$ cat src/rtl/avsdbf_pkg.sv
`default_nettype none

package avsdbf_pkg;

    // boundary strength codes
    localparam logic [1:0] BS_NONE   = 2'd0;
    localparam logic [1:0] BS_NORMAL = 2'd1;
    localparam logic [1:0] BS_STRONG = 2'd2;

    typedef logic [7:0]         sample_t;
    typedef logic signed [11:0] tap_sum_t;
    typedef logic signed [8:0]  delta_t;

    // |a - b| on 8-bit samples
    function automatic sample_t abs_diff(input sample_t a, input sample_t b);
        sample_t r;
        r = (a >= b) ? (a - b) : (b - a);
        return r;
    endfunction

    // 3*(a - b) + c - d + 4, range -1016..1024
    function automatic tap_sum_t tap_sum(input sample_t a, input sample_t b,
                                         input sample_t c, input sample_t d);
        tap_sum_t df;
        tap_sum_t r;
        df = $signed({4'b0, a}) - $signed({4'b0, b});
        r  = (df <<< 1) + df + $signed({4'b0, c}) - $signed({4'b0, d})
             + 12'sd4;
        return r;
    endfunction

    // sample plus a signed correction, saturated to 0..255
    function automatic sample_t add_sat(input sample_t s, input delta_t d);
        logic signed [9:0] t;
        sample_t r;
        t = $signed({2'b0, s}) + $signed({d[8], d});
        if (t < 10'sd0)
            r = 8'd0;
        else if (t > 10'sd255)
            r = 8'd255;
        else
            r = t[7:0];
        return r;
    endfunction

endpackage

`default_nettype wire

$ cat src/rtl/avsdbf_clip_delta.sv
`default_nettype none

module avsdbf_clip_delta
(
    input  wire avsdbf_pkg::tap_sum_t raw,
    input  wire avsdbf_pkg::sample_t  clip,
    output avsdbf_pkg::delta_t        delta
);
    import avsdbf_pkg::*;

    delta_t shifted;
    delta_t pos_lim;
    delta_t neg_lim;
    tap_sum_t shifted_full;

    // floor division by 8
    assign shifted_full = raw >>> 3;
    assign shifted      = shifted_full[8:0];
    assign pos_lim      = $signed({1'b0, clip});
    assign neg_lim      = -pos_lim;

    always_comb
    begin
        if (shifted > pos_lim)
            delta = pos_lim;
        else if (shifted < neg_lim)
            delta = neg_lim;
        else
            delta = shifted;
    end

endmodule

`default_nettype wire

$ cat src/rtl/avs_deblocking_edge_filter.sv
`default_nettype none

// channel | signals                                             | accepted when
// --------+-----------------------------------------------------+----------------------
// in      | in_valid in_ready sample_p2..sample_q2 edge_strength | in_valid && in_ready
//         | alpha_limit beta_limit clip_limit is_chroma           |
//         | last_in_segment                                       |
// out     | out_valid out_ready out_p1 out_p0 out_q0 out_q1       | out_valid && out_ready
//         | out_last                                              |
//
// four register stages a to d, one item per cycle while out_ready holds high;
// an item passes stages a, b, c, d in order; the last stage register is the output register
// stage depth is set by the activity test in stage a and by the clip and
// saturating add in stages b and d
// rst_n clears only the stage valid bits; payload registers are not reset
// each stage holds while it is full and the stage after it cannot take, so an
// empty stage ahead of a stall still fills; nothing is dropped or repeated

module avs_deblocking_edge_filter
(
    input  wire                  clk,
    input  wire                  rst_n,

    input  wire                  in_valid,
    output logic                 in_ready,
    input  wire avsdbf_pkg::sample_t sample_p2,
    input  wire avsdbf_pkg::sample_t sample_p1,
    input  wire avsdbf_pkg::sample_t sample_p0,
    input  wire avsdbf_pkg::sample_t sample_q0,
    input  wire avsdbf_pkg::sample_t sample_q1,
    input  wire avsdbf_pkg::sample_t sample_q2,
    input  wire [1:0]            edge_strength,
    input  wire avsdbf_pkg::sample_t alpha_limit,
    input  wire avsdbf_pkg::sample_t beta_limit,
    input  wire avsdbf_pkg::sample_t clip_limit,
    input  wire                  is_chroma,
    input  wire                  last_in_segment,

    output logic                 out_valid,
    input  wire                  out_ready,
    output avsdbf_pkg::sample_t  out_p1,
    output avsdbf_pkg::sample_t  out_p0,
    output avsdbf_pkg::sample_t  out_q0,
    output avsdbf_pkg::sample_t  out_q1,
    output logic                 out_last
);
    import avsdbf_pkg::*;

    // stage a: activity test, strong filter done, first tap sum
    typedef struct packed {
        sample_t  p2, p1, p0, q0, q1, q2;
        sample_t  res_p1, res_p0, res_q0, res_q1;
        logic     use_normal;
        logic     upd_p1;
        logic     upd_q1;
        tap_sum_t sum0;
        sample_t  clip;
        logic     last;
    } stage_a_t;

    // stage b: normal filter p0/q0 done
    typedef struct packed {
        sample_t p2, p1, q1, q2;
        sample_t np0, nq0;
        sample_t res_p1, res_p0, res_q0, res_q1;
        logic    upd_p1;
        logic    upd_q1;
        sample_t clip;
        logic    last;
    } stage_b_t;

    // stage c: second tap sums for p1/q1
    typedef struct packed {
        sample_t  res_p1, res_p0, res_q0, res_q1;
        logic     upd_p1;
        logic     upd_q1;
        tap_sum_t sum_p;
        tap_sum_t sum_q;
        sample_t  clip;
        logic     last;
    } stage_c_t;

    // stage d: output register
    typedef struct packed {
        sample_t res_p1, res_p0, res_q0, res_q1;
        logic    last;
    } stage_d_t;

    logic     a_valid_reg, b_valid_reg, c_valid_reg, d_valid_reg;
    logic     a_ready, b_ready, c_ready, d_ready;
    stage_a_t a_reg, a_next;
    stage_b_t b_reg, b_next;
    stage_c_t c_reg, c_next;
    stage_d_t d_reg, d_next;

    // ---------------- handshake: a stage loads when empty or draining
    assign d_ready   = !d_valid_reg || out_ready;
    assign c_ready   = !c_valid_reg || d_ready;
    assign b_ready   = !b_valid_reg || c_ready;
    assign a_ready   = !a_valid_reg || b_ready;
    assign in_ready  = a_ready;
    assign out_valid = d_valid_reg;

    always_ff @(posedge clk or negedge rst_n)
    begin
        if (!rst_n)
        begin
            a_valid_reg <= 1'b0;
            b_valid_reg <= 1'b0;
            c_valid_reg <= 1'b0;
            d_valid_reg <= 1'b0;
        end
        else
        begin
            if (a_ready)
                a_valid_reg <= in_valid;
            if (b_ready)
                b_valid_reg <= a_valid_reg;
            if (c_ready)
                c_valid_reg <= b_valid_reg;
            if (d_ready)
                d_valid_reg <= c_valid_reg;
        end
    end

    always_ff @(posedge clk)
    begin
        if (a_ready)
            a_reg <= a_next;
        if (b_ready)
            b_reg <= b_next;
        if (c_ready)
            c_reg <= c_next;
        if (d_ready)
            d_reg <= d_next;
    end

    // ---------------- stage a logic
    sample_t     d_pq, d_pp1, d_qq1, d_pp2, d_qq2;
    sample_t     inner_lim;
    logic        active;
    logic        side_p_ok, side_q_ok;
    logic        strong_p, strong_q;
    logic [9:0]  avg_base;
    logic [9:0]  p_near, p_far, q_near, q_far;

    always_comb
    begin
        d_pq  = abs_diff(sample_p0, sample_q0);
        d_pp1 = abs_diff(sample_p1, sample_p0);
        d_qq1 = abs_diff(sample_q1, sample_q0);
        d_pp2 = abs_diff(sample_p2, sample_p0);
        d_qq2 = abs_diff(sample_q2, sample_q0);

        active    = (d_pq < alpha_limit) && (d_pp1 < beta_limit) && (d_qq1 < beta_limit);
        side_p_ok = d_pp2 < beta_limit;
        side_q_ok = d_qq2 < beta_limit;
        inner_lim = {2'b0, alpha_limit[7:2]} + 8'd2;
        strong_p  = side_p_ok && (d_pq < inner_lim);
        strong_q  = side_q_ok && (d_pq < inner_lim);

        // strong averaging terms, all fit in 10 bits
        avg_base = {2'b0, sample_p0} + {2'b0, sample_q0} + 10'd2;
        p_near   = {2'b0, sample_p1} + {2'b0, sample_p0} + avg_base;
        p_far    = {1'b0, sample_p1, 1'b0} + avg_base;
        q_near   = {2'b0, sample_q1} + {2'b0, sample_q0} + avg_base;
        q_far    = {1'b0, sample_q1, 1'b0} + avg_base;

        a_next.p2   = sample_p2;
        a_next.p1   = sample_p1;
        a_next.p0   = sample_p0;
        a_next.q0   = sample_q0;
        a_next.q1   = sample_q1;
        a_next.q2   = sample_q2;
        a_next.sum0 = tap_sum(sample_q0, sample_p0, sample_p1, sample_q1);
        a_next.clip = clip_limit;
        a_next.last = last_in_segment;

        // pass-through by default
        a_next.res_p1     = sample_p1;
        a_next.res_p0     = sample_p0;
        a_next.res_q0     = sample_q0;
        a_next.res_q1     = sample_q1;
        a_next.use_normal = 1'b0;
        a_next.upd_p1     = 1'b0;
        a_next.upd_q1     = 1'b0;

        if (active)
        begin
            unique case (edge_strength)
                BS_NONE:
                begin
                end
                BS_STRONG:
                begin
                    a_next.res_p0 = strong_p ? p_near[9:2] : p_far[9:2];
                    a_next.res_q0 = strong_q ? q_near[9:2] : q_far[9:2];
                    if (strong_p && !is_chroma)
                        a_next.res_p1 = p_far[9:2];
                    if (strong_q && !is_chroma)
                        a_next.res_q1 = q_far[9:2];
                end
                default:
                begin
                    // normal filter, also taken for the undefined strength code
                    a_next.use_normal = 1'b1;
                    a_next.upd_p1     = !is_chroma && side_p_ok;
                    a_next.upd_q1     = !is_chroma && side_q_ok;
                end
            endcase
        end
    end

    // ---------------- stage b logic: first clipped delta
    delta_t d0;

    avsdbf_clip_delta u_delta0
    (
        .raw   (a_reg.sum0),
        .clip  (a_reg.clip),
        .delta (d0)
    );

    always_comb
    begin
        b_next.p2     = a_reg.p2;
        b_next.p1     = a_reg.p1;
        b_next.q1     = a_reg.q1;
        b_next.q2     = a_reg.q2;
        b_next.np0    = add_sat(a_reg.p0, d0);
        b_next.nq0    = add_sat(a_reg.q0, -d0);
        b_next.res_p1 = a_reg.res_p1;
        b_next.res_q1 = a_reg.res_q1;
        b_next.res_p0 = a_reg.use_normal ? b_next.np0 : a_reg.res_p0;
        b_next.res_q0 = a_reg.use_normal ? b_next.nq0 : a_reg.res_q0;
        b_next.upd_p1 = a_reg.upd_p1;
        b_next.upd_q1 = a_reg.upd_q1;
        b_next.clip   = a_reg.clip;
        b_next.last   = a_reg.last;
    end

    // ---------------- stage c logic: luma p1/q1 tap sums
    always_comb
    begin
        c_next.res_p1 = b_reg.res_p1;
        c_next.res_p0 = b_reg.res_p0;
        c_next.res_q0 = b_reg.res_q0;
        c_next.res_q1 = b_reg.res_q1;
        c_next.upd_p1 = b_reg.upd_p1;
        c_next.upd_q1 = b_reg.upd_q1;
        c_next.sum_p  = tap_sum(b_reg.np0, b_reg.p1, b_reg.p2, b_reg.nq0);
        c_next.sum_q  = tap_sum(b_reg.q1, b_reg.nq0, b_reg.np0, b_reg.q2);
        c_next.clip   = b_reg.clip;
        c_next.last   = b_reg.last;
    end

    // ---------------- stage d logic: clipped p1/q1 corrections
    delta_t dp, dq;

    avsdbf_clip_delta u_delta_p
    (
        .raw   (c_reg.sum_p),
        .clip  (c_reg.clip),
        .delta (dp)
    );

    avsdbf_clip_delta u_delta_q
    (
        .raw   (c_reg.sum_q),
        .clip  (c_reg.clip),
        .delta (dq)
    );

    always_comb
    begin
        d_next.res_p0 = c_reg.res_p0;
        d_next.res_q0 = c_reg.res_q0;
        d_next.res_p1 = c_reg.upd_p1 ? add_sat(c_reg.res_p1, dp) : c_reg.res_p1;
        d_next.res_q1 = c_reg.upd_q1 ? add_sat(c_reg.res_q1, -dq) : c_reg.res_q1;
        d_next.last   = c_reg.last;
    end

    assign out_p1   = d_reg.res_p1;
    assign out_p0   = d_reg.res_p0;
    assign out_q0   = d_reg.res_q0;
    assign out_q1   = d_reg.res_q1;
    assign out_last = d_reg.last;

endmodule

`default_nettype wire
$ cat config.mk
export PLATFORM = sky130hd
export DESIGN_NAME = avs_deblocking_edge_filter
export DESIGN_NICKNAME = d
export VERILOG_FILES = /design/src/rtl/avsdbf_pkg.sv /design/src/rtl/avsdbf_clip_delta.sv /design/src/rtl/avs_deblocking_edge_filter.sv
export SDC_FILE = /design/constraint.sdc
export NUM_CORES = 1
export LEC_CHECK = 0
export BUFFER_PORTS_ARGS = -buffer_cell sky130_fd_sc_hd__buf_2
export CORE_MARGIN = 1
export CORE_UTILIZATION = 63
export DETAILED_ROUTE_END_ITERATION = 12
export MAX_ROUTING_LAYER = met4
export PLACE_DENSITY = 0.82
export REMOVE_ABC_BUFFERS = 1
export SYNTH_ARGS = -nofsm -noshare
export SYNTH_HDL_FRONTEND = slang
export SYNTH_SLANG_ARGS = --single-unit
$ cat constraint.sdc
create_clock -name clk -period 6.2 [get_ports clk]
set_input_delay 0 -clock clk [delete_from_list [all_inputs] [get_ports clk]]
set_output_delay 0 -clock clk [all_outputs]
set_load 0.03 [all_outputs]
# Word-level counts from Yosys, hierarchy flattened
# Cells that the tools add are included.
# word_totals
reg_bits,299
latchBits,0
ramBits,0
romBits,0
inputBits,80
output_inout_bits,35
elab_cells,168
memories,0
# op_classes
n_addsub,42
mul,0
div_mod_pow,0
n_lt_le_gt_ge,25
eq_ne,1
shifts,0
mux,30
n_bitwise,1
n_reduce_logical,20
# ops
op,n
2-to-1 mux 8 bit,21
subtractor 8 bit,10
2-to-1 mux 9 bit,6
adder 9 x 10 -> 10 bit,4
adder 9 x 9 -> 10 bit,4
>= comparator 8 bit,5
> comparator 10 x 9 -> 1 bit (second input constant),4
less-than comparator 10 x 1 -> 1 bit (second input constant),4
less-than comparator 8 bit,5
adder 11 x 9 -> 12 bit,3
adder 12 x 4 -> 12 bit (second input constant),3
subtractor 12 x 9 -> 12 bit,3
2-to-1 mux 35 bit,1
adder 10 x 9 -> 11 bit,3
2-to-1 mux 32 bit,1
adder 8 x 8 -> 9 bit,3
> comparator 9 bit,3
less-than comparator 9 bit,3
subtractor 8 x 8 -> 9 bit,3
negator 8 -> 9 bit,2
negator 9 bit,2
adder 9 x 2 -> 10 bit (second input constant),1
logical AND 1 bit,8
less-than comparator 8 x 7 -> 1 bit,1
9 further kinds,16

# Logic depth before layout (Yosys ltp)
# depth
ltp_word,10
mapped_depth,29
mapped_depth_nobuf,29

# Cells and area by module
# From an unflattened synthesis, not the netlist that was laid out.
# hier_totals
hier_cells,2097
area_unflattened_um2,23010.8
# modules_own_cells
module,instances,cells_per_inst,area_per_inst_um2,seq_area_each_um2
avs_deblocking_edge_filter,1,1800,20822.5,8958.6
avsdbf_clip_delta,3,99,729.4,0.0

# Worst setup path after synthesis
# No wires, ideal clock.
# synth_timing
path_type,flip-flop to flip-flop
from,register c_reg[5] in the netlist's numbering
to,"register d_reg, in the netlist out_q1[7], data pin"
arrival_ns,5.437
t_required_ns,5.922
slack_ns,0.485
stages_incl_launch_ff,30
period_less_slack_ns,5.715
cell_sequence,edfxtp_1 > clkbuf_1 > or3_1 > or3_1 > xnor2_1 > inv_1 > ha_1 > and2_1 > nand2_1 > o21ai_0 > a211oi_4 > mux2i_1 > nand2_1 > o21ai_0 > ha_1 > and2_1 > nor2_1 > ha_1 > nor2b_1 > o21ai_0 > nand2b_1 > a21o_1 > a21o_1 > and2_1 > o21ai_0 > nor2b_1 > or3b_2 > a21oi_1 > a211oi_2 > nand3_1
# synth_rtl
element,line_no,source
from (decl),avs_deblocking_edge_filter.sv:93,"stage_c_t c_reg, c_next;"
from (signal assigned),avs_deblocking_edge_filter.sv:133,c_reg <= c_next;
to (signal assigned),avs_deblocking_edge_filter.sv:135,d_reg <= d_next;
to (decl),avs_deblocking_edge_filter.sv:94,"stage_d_t d_reg, d_next;"

==> flow_summary.toml <==
[outcome]
status = "finished clean"

[finish]
antenna_cells = 0
final_nets = 2778
instances_no_fill = 2783
syn2layout_area_growth_pct = 14.3
finish.utilization = 0.737
largest_reg_flops = 101
drive_above_1_share = 0.134
final_area_sq_um = 25700

[worst_setup_path]
r2r_cells = 29
endpoint_kind = "flop"
timing.rr.end = "out_q1[1]"
critPathKind = "flop to flop"
critical_path_arrival_ps = 6210
crit_slowest_cell = "edfxtp_1"
cp-start-kind = "flop"
crit_end = "out_q1[1]"
path_max_fanout = 8
cpPeakStageDelay_ps = 430
setup.worst_path.start = "c_reg[2]"
r2r_slack_ps = 270
crit_required_ps = 6480
r2r_start = "c_reg[2]"

[timing]
finalSetupViolCount = 0
drv_slew = 0
period_needed_ps = 5930
tns_ps = 0
finClkSkew_ps = 19.4
worstMarginPinSlew_ps = 1050
hold_viol_final = 0
maxClockFrequency_ghz = 0.169
post-route-period-util = 0.956
slew_headroom = 0.301
rsz0062_at_grt = "true"

[global_route]
grt_pass1_wl_mm = 90.6
first_global_vias = 16764
gr-total-overflow = 0
antenna_found_initial = 0
grt_max_degree = 76
grt_usage = 0.343

[yosys]
yosys_most_used_dff = "edfxtp_1"
syn-mean-instance-area_sq_um = 10.9
synth-edff-count = 286
yosysTopAreaCellShare = 0.382
async_reset_ff_frac = 0.0138
synth.most_common_cell = "ha_1"
synth_area_sq_um = 22500
yosysUniqueCellTypes = 88
synth.area.top_cells = "edfxtp_1 (38%), ha_1 (17%), fa_1 (7.0%)"
ys_seq_area_frac = 0.387
ys_warn_count = 0
yosysTopAreaCell = "edfxtp_1"
ys_ff_latch = 290
synth_common_cells = "ha_1 (312), edfxtp_1 (286), inv_1 (274)"
netlist_instances = 2063

[placement]
dpl-instance-area_sq_um = 23800
place.port_buffers = 114
dp_hpwl_mm = 46.5
placed_cells_incl_taps = 2651
place_congestion = 0.980

[route]
drtAntennaViolNets = 0
wl_per_cell_um = 21.5
drt-total-wl_mm = 59.7
drt-vias-per-instance = 5.92
drt-pass1-iter-count = 5
drc = 0
drt_iter0_drc = 1066
vias = 16479

[clock_tree]
cts_buffer_depth = 3
cts_buffers = 28
clk_pin_slew_ps = 60
cts-root-buf = "clkbuf_16"
htreeDepth = 1
clkLatencyLatePin_ps = 560
cts_sinks = 290
cts_tree = "done"

[floorplanning]
rows = 68
die_h_um = 191
die_area_sq_um = 36400
io_pins = 115
start_util = 0.645
die_w_um = 191
core_region_area_sq_um = 34800

[flow_run]
max-cap-violations = 0

[hold_path]
hold_depth = 2
hold_class = "input pin to flop"
[per-stage QoR]
step | hold WS, ps | worst slack (ps)
6_report | 148 | 275
5_1_grt | 137 | -64.0
4_1_cts | 129 | 20.9
3_5_place_dp | -192 | -159
3_3_place_gp | -192 | 108
2_1_floorplan | -296 | 521
[per-layer routing]
metal  vias to the layer above  GRT usage  routed length (um)
li1                       7826          -                   -
met3                       202     0.0226                2680
met1                      7826      0.385               23000
met5                         -          -                   0
met4                         0      0.224                4440
met2                       625      0.590               29600
[layout by cell type, fill, tap and decap left out, types with 46 or more instances in the layout]
cell           count
xor2_1            46
buf_2            114
mux2i_1           54
inv_1            272
dlygate4sd3_1     64
nor2_1           105
ha_1             308
edfxtp_1         286
fa_1              79
buf_4             63
xnor2_1           95
a21oi_1          129
nand2_1           97
o21ai_0           89
[worst min-delay path by stage]
stage,start,end
floorplan,rst_n,a_valid_reg
global placement,rst_n,a_valid_reg
detailed placement,rst_n,a_valid_reg
CTS,clip_limit[3],a_reg[4]
global route,clip_limit[3],a_reg[4]
finish,clip_limit[3],a_reg[4]
[layout make-up]
| cell class | count | area (sq um) |
|---|---|---|
| repair buffers | 242 | 1700 |
| inverters | 275 | 1030 |
| clock inverters | 16 | 146 |
| fillers | 2377 | 9140 |
| clock buffers | 35 | 758 |
| multi-input cells | 1470 | 12800 |
| flip-flops and latches | 290 | 8690 |
| well taps | 455 | 569 |
[worst max-delay path, delay by kind of cell (launching register included)]
| family | cells | cell delay (ps) |
|---|---|---|
| xor gates and xnor gates | 1 | 200 |
| and+or+nand+nor | 12 | 2120 |
| muxes | 1 | 260 |
| DFF | 1 | 430 |
| adders and majority gates | 3 | 790 |
| buffers and inverters | 4 | 540 |
| AOI/OAI and AO/OA | 8 | 1280 |
[repair_timing]
action                     4_1_cts  5_1_grt
gates resized for setup          2       38
buffers inserted                 1       17
hold buffers                    64        0
setup endpoints to repair        8       40
pin swaps                        1       13
gates cloned                     0        0
hold endpoints to repair        85        0
[logic make-up (layout without fill, tap and decap cells)]
group                      count (synthesis)  after routing  synth area share
buffers and inverters                    303            568            0.0516
DFF                                      290            290             0.387
AOI/OAI and AO/OA                        464            464             0.133
xor gates and xnor gates                 142            142            0.0554
adders and majority gates                394            394             0.246
and+or+nand+nor                          384            384            0.0871
muxes                                     86             86            0.0401
Power is not shown: default switching activity piles up to over one toggle a cycle in this logic, so the estimate is an artifact.
